## config.mk

```make
export PLATFORM = sky130hd
export DESIGN_NAME = pid_speed_throttle_brake_flat
export DESIGN_NICKNAME = d
export VERILOG_FILES = /design/src/design/pstb_pkg.sv /design/src/design/pstb_channels.sv /design/src/design/pid_speed_throttle_brake.sv /design/src/flat_wrapper.sv
export SDC_FILE = /design/constraint.sdc
export NUM_CORES = 2
export LEC_CHECK = 0
export BUFFER_PORTS_ARGS = -buffer_cell sky130_fd_sc_hd__buf_2
export CORE_ASPECT_RATIO = 0.7
export CORE_MARGIN = 4
export CORE_UTILIZATION = 45
export DETAILED_ROUTE_END_ITERATION = 10
export PLACE_DENSITY_LB_ADDON = 0.1
export SLEW_MARGIN = 20
export SYNTH_ARGS = -nofsm -noshare
export SYNTH_HDL_FRONTEND = slang
export SYNTH_SLANG_ARGS = --single-unit
```

## constraint.sdc

```tcl
create_clock -name i_clk -period 12.42 [get_ports i_clk]
set_input_delay 1.863 -clock i_clk [delete_from_list [all_inputs] [get_ports i_clk]]
set_output_delay 1.863 -clock i_clk [all_outputs]
set_load 0.02 [all_outputs]
```

## src/design/pstb_pkg.sv

```systemverilog
// Package: widths, constants and register codes of the speed PID block.
package pstb_pkg;

    localparam int SPEED_W = 32;
    localparam int DT_W    = 16;
    localparam int GAIN_W  = 24;
    localparam int CMD_W   = 17;
    localparam int INT_W   = 48;
    localparam int MAG_W   = 49;
    localparam int SLICE_W = 25;
    localparam int PP_W    = SLICE_W + GAIN_W;
    localparam int PROD_W  = MAG_W + GAIN_W;
    localparam int SUM_W   = 60;
    localparam int CNT_W   = 6;
    localparam int CFG_IDX_W = 2;

    localparam logic [GAIN_W-1:0] GAIN_P_RST = 24'd501763;
    localparam logic [GAIN_W-1:0] GAIN_I_RST = 24'd430;
    localparam logic [GAIN_W-1:0] GAIN_D_RST = 24'd13;

    localparam logic [PROD_W-1:0] TERM_LIM  = PROD_W'(1) << 56;
    localparam logic [SUM_W-1:0]  ONE_Q32   = SUM_W'(1) << 32;
    localparam logic [CMD_W-1:0]  CMD_FULL  = CMD_W'(1) << 16;
    localparam logic [35:0]       Q16_ONE   = 36'd65536;
    localparam logic [35:0]       ERR_SCALE = 36'd10;
    localparam logic [39:0]       ACC_SCALE = 40'd100;

    typedef enum logic [CFG_IDX_W-1:0] {
        REG_TARGET = 2'd0,
        REG_GAIN_P = 2'd1,
        REG_GAIN_I = 2'd2,
        REG_GAIN_D = 2'd3
    } t_cfg_reg;

endpackage

```

## src/design/pstb_channels.sv

```systemverilog
// Handshake channel interfaces: configuration, speed sample and command result.
interface pstb_cfg_if;
    logic                            valid;
    logic                            ready;
    logic [pstb_pkg::CFG_IDX_W-1:0]  index;
    logic [pstb_pkg::SPEED_W-1:0]    data;

    modport source (output valid, output index, output data, input ready);
    modport sink   (input valid, input index, input data, output ready);
endinterface

interface pstb_in_if;
    logic                          valid;
    logic                          ready;
    logic [pstb_pkg::SPEED_W-1:0]  measured_speed;
    logic [pstb_pkg::DT_W-1:0]     time_step;

    modport source (output valid, output measured_speed, output time_step, input ready);
    modport sink   (input valid, input measured_speed, input time_step, output ready);
endinterface

interface pstb_out_if;
    logic                        valid;
    logic                        ready;
    logic [pstb_pkg::CMD_W-1:0]  throttle;
    logic [pstb_pkg::CMD_W-1:0]  brake;
    logic                        speed_reached;

    modport source (output valid, output throttle, output brake, output speed_reached,
                    input ready);
    modport sink   (input valid, input throttle, input brake, input speed_reached,
                    output ready);
endinterface

```

## src/design/pid_speed_throttle_brake.sv

```systemverilog
// Speed PID controller with conditional integration and throttle/brake split.
//
// One speed sample is taken at a time; in.ready is low from acceptance until
// the command result has been transferred, including while the result waits
// for out.ready. The P term always runs; the I term and the integral update
// run only when the integral is active, and the derivative path only when
// time_step is nonzero. The derivative rate comes from a 49-step restoring
// divider (one quotient bit per cycle), and each of the up to four products
// is built from a low and a high slice on the single 25x24 multiplier, then
// accumulated. Configuration writes are taken every cycle and must only be
// issued while no sample is in flight.
module pid_speed_throttle_brake (
    input  logic        i_clk,
    input  logic        i_rst_n,
    pstb_cfg_if.sink    i_cfg,
    pstb_in_if.sink     i_in,
    pstb_out_if.source  o_out
);

    typedef enum logic [9:0] {
        ST_IDLE    = 10'b0000000001,
        ST_ERR     = 10'b0000000010,
        ST_MUL_LO  = 10'b0000000100,
        ST_MUL_HI  = 10'b0000001000,
        ST_MUL_ACC = 10'b0000010000,
        ST_TERM    = 10'b0000100000,
        ST_DCHK    = 10'b0001000000,
        ST_DIV     = 10'b0010000000,
        ST_FIN     = 10'b0100000000,
        ST_OUT     = 10'b1000000000
    } t_state;

    typedef enum logic [1:0] {
        OP_P   = 2'd0,
        OP_I   = 2'd1,
        OP_INT = 2'd2,
        OP_D   = 2'd3
    } t_op;

    t_state r_state, n_state;
    t_op    r_op;

    logic [pstb_pkg::SPEED_W-1:0] r_target;
    logic [pstb_pkg::GAIN_W-1:0]  r_gain_p, r_gain_i, r_gain_d;
    logic [pstb_pkg::INT_W-1:0]   r_integral;
    logic [pstb_pkg::SPEED_W-1:0] r_prev_err, r_prev_speed;
    logic                         r_reached;

    logic [pstb_pkg::SPEED_W-1:0] r_speed, r_err;
    logic [pstb_pkg::DT_W-1:0]    r_dt;
    logic [pstb_pkg::MAG_W-1:0]   r_mul_a;
    logic [pstb_pkg::GAIN_W-1:0]  r_mul_b;
    logic                         r_sign;
    logic [pstb_pkg::PP_W-1:0]    r_pp;
    logic [pstb_pkg::PROD_W-1:0]  r_prod;
    logic [pstb_pkg::SUM_W-1:0]   r_sum;
    logic [pstb_pkg::DT_W-1:0]    r_rem;
    logic [pstb_pkg::CNT_W-1:0]   r_cnt;
    logic [pstb_pkg::CMD_W-1:0]   r_throttle, r_brake;

    logic                         in_xfer, out_xfer, cfg_xfer;
    logic [pstb_pkg::SPEED_W:0]   err_full;
    logic [pstb_pkg::SPEED_W-1:0] n_err, n_err_mag, err_mag;
    logic                         int_en;
    logic [pstb_pkg::INT_W-1:0]   int_mag;
    logic [pstb_pkg::SLICE_W-1:0] mul_x;
    logic [pstb_pkg::PP_W-1:0]    pp;
    logic                         term_sat;
    logic [56:0]                  term_mag;
    logic [pstb_pkg::SUM_W-1:0]   term_u, term_s;
    logic [pstb_pkg::MAG_W-1:0]   inc_u, inc_v;
    logic [pstb_pkg::SPEED_W:0]   inc_q;
    logic [pstb_pkg::INT_W:0]     int_sum;
    logic [pstb_pkg::INT_W-1:0]   int_new;
    logic [pstb_pkg::SPEED_W:0]   diff, diff_mag;
    logic [pstb_pkg::DT_W:0]      rem2, rem_sub;
    logic                         q_bit;
    logic [pstb_pkg::SUM_W-1:0]   sum_abs;
    logic [pstb_pkg::CMD_W-1:0]   cmd;
    logic [pstb_pkg::SPEED_W:0]   dsp, dsp_mag;
    logic                         steady;

    assign in_xfer  = i_in.valid && i_in.ready;
    assign out_xfer = o_out.valid && o_out.ready;
    assign cfg_xfer = i_cfg.valid && i_cfg.ready;

    assign i_in.ready  = (r_state == ST_IDLE);
    assign i_cfg.ready = 1'b1;
    assign o_out.valid         = (r_state == ST_OUT);
    assign o_out.throttle      = r_throttle;
    assign o_out.brake         = r_brake;
    assign o_out.speed_reached = r_reached;

    // error, saturated to 32 bits
    assign err_full  = {r_target[31], r_target} - {r_speed[31], r_speed};
    assign n_err     = (err_full[32] != err_full[31]) ?
                       (err_full[32] ? 32'h8000_0000 : 32'h7FFF_FFFF) : err_full[31:0];
    assign n_err_mag = n_err[31] ? (~n_err + 32'd1) : n_err;
    assign err_mag   = r_err[31] ? (~r_err + 32'd1) : r_err;
    assign int_en    = $signed({1'b0, err_mag, 2'b00}) < $signed({{3{r_target[31]}}, r_target});
    assign int_mag   = r_integral[47] ? (~r_integral + 48'd1) : r_integral;

    // shared multiplier: low slice, then high slice of the magnitude operand
    assign mul_x = (r_state == ST_MUL_LO) ? r_mul_a[24:0] : {1'b0, r_mul_a[48:25]};
    assign pp    = {24'd0, mul_x} * {25'd0, r_mul_b};

    assign term_sat = r_prod > pstb_pkg::TERM_LIM;
    assign term_mag = term_sat ? (57'd1 << 56) : r_prod[56:0];
    assign term_u   = {3'b000, term_mag};
    assign term_s   = r_sign ? (~term_u + 60'd1) : term_u;

    // integral step: floor((err*dt) / 2^16), then 48-bit saturation
    assign inc_u   = {1'b0, r_prod[47:0]};
    assign inc_v   = r_sign ? (~inc_u + 49'd1) : inc_u;
    assign inc_q   = inc_v[48:16];
    assign int_sum = {r_integral[47], r_integral} + {{16{inc_q[32]}}, inc_q};
    assign int_new = (int_sum[48] != int_sum[47]) ?
                     (int_sum[48] ? {1'b1, 47'd0} : {1'b0, {47{1'b1}}}) : int_sum[47:0];

    assign diff     = {r_err[31], r_err} - {r_prev_err[31], r_prev_err};
    assign diff_mag = diff[32] ? (~diff + 33'd1) : diff;

    assign rem2    = {r_rem, r_mul_a[48]};
    assign q_bit   = rem2 >= {1'b0, r_dt};
    assign rem_sub = rem2 - {1'b0, r_dt};

    assign sum_abs = r_sum[59] ? (~r_sum + 60'd1) : r_sum;
    assign cmd     = (sum_abs > pstb_pkg::ONE_Q32) ? pstb_pkg::CMD_FULL : sum_abs[32:16];

    assign dsp     = {r_speed[31], r_speed} - {r_prev_speed[31], r_prev_speed};
    assign dsp_mag = dsp[32] ? (~dsp + 33'd1) : dsp;
    assign steady  = (r_dt != '0)
                  && ((40'(dsp_mag) * pstb_pkg::ACC_SCALE) < 40'(r_dt))
                  && ((36'(err_mag) * pstb_pkg::ERR_SCALE) < pstb_pkg::Q16_ONE);

    always_comb begin
        n_state = r_state;
        unique case (r_state)
            ST_IDLE:    if (in_xfer) n_state = ST_ERR;
            ST_ERR:     n_state = ST_MUL_LO;
            ST_MUL_LO:  n_state = ST_MUL_HI;
            ST_MUL_HI:  n_state = ST_MUL_ACC;
            ST_MUL_ACC: n_state = ST_TERM;
            ST_TERM: begin
                unique case (r_op)
                    OP_P:   n_state = int_en ? ST_MUL_LO : ST_DCHK;
                    OP_I:   n_state = ST_MUL_LO;
                    OP_INT: n_state = ST_DCHK;
                    OP_D:   n_state = ST_FIN;
                endcase
            end
            ST_DCHK:    n_state = (r_dt != '0) ? ST_DIV : ST_FIN;
            ST_DIV: begin
                if (r_cnt == pstb_pkg::CNT_W'(pstb_pkg::MAG_W - 1)) n_state = ST_MUL_LO;
            end
            ST_FIN:     n_state = ST_OUT;
            ST_OUT:     if (out_xfer) n_state = ST_IDLE;
            default:    n_state = ST_IDLE;
        endcase
    end

    always_ff @(posedge i_clk) begin
        if (!i_rst_n) begin
            r_state      <= ST_IDLE;
            r_target     <= '0;
            r_gain_p     <= pstb_pkg::GAIN_P_RST;
            r_gain_i     <= pstb_pkg::GAIN_I_RST;
            r_gain_d     <= pstb_pkg::GAIN_D_RST;
            r_integral   <= '0;
            r_prev_err   <= '0;
            r_prev_speed <= '0;
            r_reached    <= 1'b0;
        end else begin
            r_state <= n_state;
            unique case (r_state)
                ST_IDLE: begin
                    if (in_xfer) begin
                        r_speed <= i_in.measured_speed;
                        r_dt    <= i_in.time_step;
                    end
                end
                ST_ERR: begin
                    r_err   <= n_err;
                    r_mul_a <= pstb_pkg::MAG_W'(n_err_mag);
                    r_mul_b <= r_gain_p;
                    r_sign  <= n_err[31];
                    r_op    <= OP_P;
                end
                ST_MUL_LO: r_pp <= pp;
                ST_MUL_HI: begin
                    r_prod <= pstb_pkg::PROD_W'(r_pp);
                    r_pp   <= pp;
                end
                ST_MUL_ACC: r_prod <= r_prod + pstb_pkg::PROD_W'({r_pp, 25'd0});
                ST_TERM: begin
                    unique case (r_op)
                        OP_P: begin
                            r_sum   <= term_s;
                            r_mul_a <= {1'b0, int_mag};
                            r_mul_b <= r_gain_i;
                            r_sign  <= r_integral[47];
                            r_op    <= OP_I;
                        end
                        OP_I: begin
                            r_sum   <= r_sum + term_s;
                            r_mul_a <= pstb_pkg::MAG_W'(err_mag);
                            r_mul_b <= pstb_pkg::GAIN_W'(r_dt);
                            r_sign  <= r_err[31];
                            r_op    <= OP_INT;
                        end
                        OP_INT: r_integral <= int_new;
                        OP_D:   r_sum <= r_sum + term_s;
                    endcase
                end
                ST_DCHK: begin
                    r_mul_a <= {diff_mag, 16'd0};
                    r_sign  <= diff[32];
                    r_rem   <= '0;
                    r_cnt   <= '0;
                end
                ST_DIV: begin
                    r_rem   <= q_bit ? rem_sub[15:0] : rem2[15:0];
                    r_mul_a <= {r_mul_a[47:0], q_bit};
                    r_cnt   <= r_cnt + 1'b1;
                    r_mul_b <= r_gain_d;
                    r_op    <= OP_D;
                end
                ST_FIN: begin
                    r_throttle   <= r_sum[59] ? '0 : cmd;
                    r_brake      <= r_sum[59] ? cmd : '0;
                    r_prev_err   <= r_err;
                    r_prev_speed <= r_speed;
                    if (steady) r_reached <= 1'b1;
                end
                ST_OUT: ;
                default: ;
            endcase

            if (cfg_xfer) begin
                unique case (pstb_pkg::t_cfg_reg'(i_cfg.index))
                    pstb_pkg::REG_TARGET: begin
                        if (i_cfg.data != r_target) begin
                            r_integral <= '0;
                            r_reached  <= 1'b0;
                        end
                        r_target <= i_cfg.data;
                    end
                    pstb_pkg::REG_GAIN_P: r_gain_p <= i_cfg.data[23:0];
                    pstb_pkg::REG_GAIN_I: r_gain_i <= i_cfg.data[23:0];
                    pstb_pkg::REG_GAIN_D: r_gain_d <= i_cfg.data[23:0];
                endcase
            end
        end
    end

endmodule

```

## src/flat_wrapper.sv

```systemverilog
// flat-port wrapper written by rule: the top's interface ports become plain ports
module pid_speed_throttle_brake_flat 
  (i_clk, i_rst_n, i_cfg_valid, i_cfg_index, i_cfg_data, i_cfg_ready, i_in_valid, i_in_measured_speed, i_in_time_step, i_in_ready, o_out_valid, o_out_throttle, o_out_brake, o_out_speed_reached, o_out_ready);
  pstb_cfg_if i_cfg_i ();
  pstb_in_if i_in_i ();
  pstb_out_if o_out_i ();
  input  logic i_clk;
  input  logic i_rst_n;
  input wire logic [$bits(i_cfg_i.valid)-1:0] i_cfg_valid;
  input wire logic [$bits(i_cfg_i.index)-1:0] i_cfg_index;
  input wire logic [$bits(i_cfg_i.data)-1:0] i_cfg_data;
  output wire logic [$bits(i_cfg_i.ready)-1:0] i_cfg_ready;
  input wire logic [$bits(i_in_i.valid)-1:0] i_in_valid;
  input wire logic [$bits(i_in_i.measured_speed)-1:0] i_in_measured_speed;
  input wire logic [$bits(i_in_i.time_step)-1:0] i_in_time_step;
  output wire logic [$bits(i_in_i.ready)-1:0] i_in_ready;
  output wire logic [$bits(o_out_i.valid)-1:0] o_out_valid;
  output wire logic [$bits(o_out_i.throttle)-1:0] o_out_throttle;
  output wire logic [$bits(o_out_i.brake)-1:0] o_out_brake;
  output wire logic [$bits(o_out_i.speed_reached)-1:0] o_out_speed_reached;
  input wire logic [$bits(o_out_i.ready)-1:0] o_out_ready;
  assign i_cfg_i.valid = i_cfg_valid;
  assign i_cfg_i.index = i_cfg_index;
  assign i_cfg_i.data = i_cfg_data;
  assign i_cfg_ready = i_cfg_i.ready;
  assign i_in_i.valid = i_in_valid;
  assign i_in_i.measured_speed = i_in_measured_speed;
  assign i_in_i.time_step = i_in_time_step;
  assign i_in_ready = i_in_i.ready;
  assign o_out_valid = o_out_i.valid;
  assign o_out_throttle = o_out_i.throttle;
  assign o_out_brake = o_out_i.brake;
  assign o_out_speed_reached = o_out_i.speed_reached;
  assign o_out_i.ready = o_out_ready;
  pid_speed_throttle_brake u_core (.i_clk(i_clk), .i_rst_n(i_rst_n), .i_cfg(i_cfg_i), .i_in(i_in_i), .o_out(o_out_i));
endmodule
```

# Word level (Yosys, flattened, before mapping)
# Cells that the tools add are included.
dict set report classes {
  add_sub_neg 16
  multipliers 3
  magnitude_cmp 6
  eq_ne 24
  muxes 45
  n_bitwise 8
  reduce_logical 30
}
# operator count
set op_table {}
lappend op_table {{two-way mux 48 bit} 8}
lappend op_table {{one-hot mux 49 bit (4 select lines)} 1}
lappend op_table {{one-hot mux 73 bit (2 select lines)} 1}
lappend op_table {{two-way mux 32 bit} 4}
lappend op_table {{adder 60 x 1 -> 60 bit, second input constant} 2}
lappend op_table {{two-way mux 60 bit} 2}
lappend op_table {{one-hot mux 60 bit (2 select lines)} 1}
lappend op_table {{one-hot mux 10 bit (10 select lines)} 1}
lappend op_table {{subtractor 32 x 32 -> 33 bit} 3}
lappend op_table {{one-hot mux 49 bit (2 select lines)} 1}
lappend op_table {{adder 73 bit} 1}
lappend op_table {{> comparator 73 x 57 -> 1 bit, second input constant} 1}
lappend op_table {{one-hot mux 24 bit (3 select lines)} 1}
lappend op_table {{adder 33 x 1 -> 33 bit, second input constant} 2}
lappend op_table {{two-way mux 33 bit} 2}
lappend op_table {{inverter 33 bit} 2}
lappend op_table {{adder 32 x 1 -> 32 bit, second input constant} 2}
lappend op_table {{inverter 32 bit} 2}
lappend op_table {{adder 60 bit} 1}
lappend op_table {{> comparator 60 x 33 -> 1 bit, second input constant} 1}
lappend op_table {{inverter 57 -> 60 bit} 1}
lappend op_table {{inverter 60 bit} 1}
lappend op_table {{two-way mux 57 bit} 1}
lappend op_table {{adder 48 x 33 -> 49 bit} 1}
lappend op_table {{other kinds (56)} 89}
dict set report totals {
  register_bits 621
  inputBits 87
  output_inout_bits 38
  word_cells 155
}

# Logic depth before layout (Yosys ltp)
dict set report depth {
  word_depth 13
  depth_mapped 43
  mapped_depth_nobuf 41
}

# Least setup slack after synthesis
# OpenSTA, ideal clock, no wires.
dict set report synth_path {
  path_kind {register -> register}
  start {register u_core.r_state[6]}
  end {register u_core.r_pp[47] (netlist bit), data pin}
  setup_ns 0.271
  arrival_ns 9.051
  required_time_ns 12.149
  path_slack_ns 3.098
  path_stages_with_launch 33
  period_less_slack_ns 9.322
  path_cell_list {dfxtp_1 clkbuf_1 nor4_1 nand2_1 nor4_1 clkbuf_1 mux2_2 clkbuf_1 nand2_1 fa_1 inv_1 fa_1 inv_1 fa_1 fa_1 inv_1 fa_1 inv_1 fa_1 inv_1 fa_1 ha_1 a21o_1 a21oi_1 nor2b_1 and4b_1 o31a_1 o21ai_0 a221o_1 a31o_2 a221oi_1 mux2i_1 o2111ai_1}
}
dict set report synth_between {
  elab_chain_len 3
}
# element line_no
set synth_lines {}
lappend synth_lines {{from (decl)} pid_speed_throttle_brake.sv:40} ;# t_state r_state, n_state;
lappend synth_lines {{from (signal assigned)} pid_speed_throttle_brake.sv:174} ;# r_state <= n_state;
lappend synth_lines {{== test 10 x 3 -> 1 bit} pid_speed_throttle_brake.sv:104} ;# assign mul_x = (r_state == ST_MUL_LO) ? r_mul_a[24:0] : {1'b0, r_mul_a[48:25]};
lappend synth_lines {{two-way mux 25 bit} pid_speed_throttle_brake.sv:104}
lappend synth_lines {{multiplier 25 x 24 -> 49 bit} pid_speed_throttle_brake.sv:105} ;# assign pp = {24'd0, mul_x} * {25'd0, r_mul_b};
lappend synth_lines {{net u_core.pp, one bit} pid_speed_throttle_brake.sv:67} ;# logic [pstb_pkg::PP_W-1:0] pp;
lappend synth_lines {{to (signal assigned)} pid_speed_throttle_brake.sv:189} ;# ST_MUL_LO: r_pp <= pp;
lappend synth_lines {{to (signal assigned)} pid_speed_throttle_brake.sv:192} ;# r_pp <= pp;
lappend synth_lines {{to (decl)} pid_speed_throttle_brake.sv:54} ;# logic [pstb_pkg::PP_W-1:0] r_pp;
# The timed path passes the listed nets, and every way through them passes these cells.
# A chain may end at the register's enable or synchronous reset.

# Worst setup path in the final report
dict set report layout_path {
  start {register u_core.r_state[9]}
  end {register u_core.r_pp[47] (netlist bit), data pin}
}
# The elaborated chain is that of the path after synthesis.

==> metrics.md <==
| Metric | Value |
|---|---|
| Initial antenna violation count | 12 |
| Worst R2R Setup Slack | 1730 ps |
| Post-synth EDFFs | 394 |
| Drt drc | 0 |
| Area share of the largest cell type after synthesis | 0.1648 |
| Setup TNS | 0 ps |
| GRT overflow | 0 |
| Period utilisation layout | 0.8604 |
| Post-synthesis sequential area ratio | 0.2281 |
| Crit path kind | flop to flop |
| Wire length per cell | between 20 and 25 um |
| Avg Inst Size Synth | 8.502 sq um |
| Worst-Margin Slew | ~1200 ps |
| Most frequent cells after synthesis | nand2_1, inv_1, ha_1 |
| Max stage delay on crit path | between 700 and 800 ps |
| Req. time, crit path | approximately 13000 ps |
| Max Cap Violations | 0 |
| Post-Layout Cell Count | between 10000 and 15000 |
| Post-CTS Setup Inserts | 0 |
| Via/cell ratio | about 5.9 |
| Seq. cell area | between 15000 and 20000 sq um |
| Hold Fails Final Rpt | 0 |
| DP Area | between 70000 and 80000 sq um |
| Hold Buf Count CTS | 0 |
| Synth Instances | about 8400 |
| Detail Route Antenna Nets | 0 |
| Root buffer cell | clkbuf_16 |
| Fmax | around 94 MHz |
| Routability cong. | between 0.9 and 1 |
| Cell taking the most area after synthesis | edfxtp_1 |
| Largest net degree at the start of global routing | just under 90 |
| CP max-delay cell | mux2_2 |
| WP data arrival | 11100 ps |
| Final min period | ~11000 ps |
| Register share of total power | 0.262 |
| I/O pin count | 125 |
| P_int | 5.258 mW |
| Pins Over Slew Limit | 0 |
| Drt pass-1 iters | 6 |
| Final #Nets | approximately 9700 |
| Final setup viols | 0 |
| Slew HR | 0.2257 |
| Row cnt | between 100 and 150 |
| Yosys cell types | 100 |
| Power share of the combinational group | 0.480 |
| Post-detail-place hpwl | between 150000 and 200000 um |
| Clock power frac | 0.258 |
| CP max FO | 42 |
| Total number of vias | ~62000 |
| Unrepaired setup endpoints after global routing | false |
| PortBufs | approximately 120 |
| Layout cells sized above 1 | 0.06188 |
| Routed WL | 253000 um |
| Crit-path leading delay family | adder cells |
| Hold WC Path Type | flop to flop |
| Most frequent cell after synthesis | nand2_1 |
| Clk Latency, worst-skew pair | 720 ps |
| Core area | 158300 sq um |
| First-pass GRT wire length | roughly 380000 um |
| Clock skew | 49.97 ps |
| Pwr/cell area | 116.4 nW/um^2 |
| Area contributors post-synth | edfxtp_1, fa_1, ha_1 |
| # resized after CTS | 0 |
| Ys Warns | 0 |
| Crit end category | flop |
| Cell mode on critical path | fa_1 |
| Fillers | roughly 15000 |
| Ys flop type | edfxtp_1 |
| Async S/R FF share, synth | 0 |
| Yosys reg bits | 621 |
| Outcome | completed |
| Die height | about 340 um |
| Placed cell count | ~10000 |
| Sw Ratio | 0.4154 |
| H-tree levels | 3 |
| Sw Pwr | about 3.7 mW |
| Critical path launch point type | flop |
| Area grow syn2layout | 7.603% |
| Die Wd | around 490 um |
| CTS Buf Count | 74 |
| Initial Util | 0.4536 |
| CTS max path bufs | 3 |
| CTS tree | yes |
| Iter 0 DRT Violations | 6770 |
| Mapped Area | about 72000 sq um |
| Multi-input combinational cell area | a little over 50000 sq um |
| P_leak | 33.70 nW |
| Synth Net Count | approximately 10000 |
| Die ar. | roughly 170000 sq um |
| Final instance area | 77260 sq um |
| Buf+Inv Stages, Crit Path | 4 |
| Vias in the first global route | roughly 59000 |
| Clock tree sinks | around 620 |
| Max IR drop VDD | 0.1130 mV |
| Total GRT Usage | 0.2995 |
| Worst-path clk slew | about 60 ps |
==> tightest hold or removal path, stage by stage, from the launching register on <==
cell and delay, ps:
dfxtp_1 310, nand2_1 50, a21oi_1 50
==> cell usage in the layout (no fill, tap or decap), types with 32 or more instances in the layout <==
cell       instances
nand2b_1          77
and3_1            69
inv_1            928
a211oi_1         103
nor4_1            62
edfxtp_1         394
or3_1             41
nand2_1         1154
o21bai_1          61
o21a_1            60
o211ai_1          43
clkbuf_16         76
dfxtp_1          227
nor2b_1           58
o21ai_0          333
a21oi_1          590
fa_1             539
nand4_1           89
o31ai_1           65
nor2_1           490
mux2i_1           32
ha_1             657
xor2_1           250
xnor2_1          307
maj3_1            35
a31oi_1           70
nor3_1           121
and2_1           276
nand3_1          130
mux2_2            55
or2_2             49
buf_2            123
buf_4            104
a21o_1           226
==> logic make-up after synthesis <==
kind of cell,share of synthesized area
and+or+nand+nor,0.1829
AOI/OAI and AO/OA,0.1702
buffers and inverters,0.06801
adders and majority gates,0.2696
DFF,0.2281
xor gates and xnor gates,0.06806
muxes,0.01309
other,0.00005223
==> metal layers <==
metal | vias to the layer above | wire, um | track usage
met5 | - | 231 | 0
met4 | 4 | 3690 | 0.04502
met3 | 229 | 28290 | 0.08521
met2 | 2502 | 94260 | 0.3905
met1 | 30750 | 126500 | 0.4845
li1 | 29010 | - | -
==> layout make-up <==
| cell class | instances | area share |
|---|---|---|
| antenna | 2 | 0.00006478 |
| timing repair buffer | 232 | 0.01921 |
| multi-input combinational | 6527 | 0.6563 |
| inverter | 934 | 0.04541 |
| tap | 2108 | 0.03414 |
| sequential | 621 | 0.2120 |
| clock buffer | 92 | 0.02617 |
| clock inverter | 46 | 0.006721 |
==> state kept, by name, indices dropped and copies added, names as in the netlist <==
signal,cells
u_core.o_out.brake,17
u_core.r_rem,16
u_core.r_integral,48
u_core.r_mul_b,24
u_core.o_out.speed_reached,1
u_core.r_op,2
u_core.r_dt,16
u_core.r_cnt,6
u_core.r_prev_speed,32
u_core.r_gain_p,24
u_core.r_prev_err,32
u_core.r_sign,1
u_core.r_err,32
u_core.r_speed,32
u_core.r_gain_i,24
u_core.r_state,10
u_core.r_gain_d,24
u_core.r_sum,60
u_core.o_out.throttle,17
u_core.r_target,32
u_core.r_prod,73
u_core.r_mul_a,49
u_core.r_pp,49
==> power by group through the flow <==
| stage | clock network (mW) | logic, mW | registers [mW] |
|---|---|---|---|
| after floorplan | 0 | 2.93 | 2.38 |
| after global placement | 0 | 4.20 | 2.40 |
| after detailed placement | 0 | 4.20 | 2.40 |
| after CTS | 2.37 | 4.24 | 2.36 |
| after global routing | 2.45 | 4.78 | 2.36 |
| final | 2.32 | 4.32 | 2.36 |
==> metrics by stage <==
step                      hold slack [ps]    util  power, mW  setup WS (ps)
after floorplan                     431.9       -      5.314           3098
after global placement              438.3  0.4714      6.598           1998
after detailed placement            444.6  0.4716      6.607           1974
after CTS                           453.2  0.4876      8.970           1893
after global routing                461.6  0.4881      9.588           1238
final                               451.7  0.4881      8.995           1733
==> final timing paths <==
kind	start	to	cells after the start
max	u_core.r_state[9]$_SDFFE_PN0P_	u_core.r_pp[47]$_DFFE_PP_	29
min	u_core.r_prev_err[2]$_SDFFE_PN0N_	u_core.r_prev_err[2]$_SDFFE_PN0N_	2
min reg2reg	u_core.r_prev_err[2]$_SDFFE_PN0N_	u_core.r_prev_err[2]$_SDFFE_PN0N_	2
max reg2reg	u_core.r_state[9]$_SDFFE_PN0P_	u_core.r_pp[47]$_DFFE_PP_	29
Power figures use the tool's default switching activity.
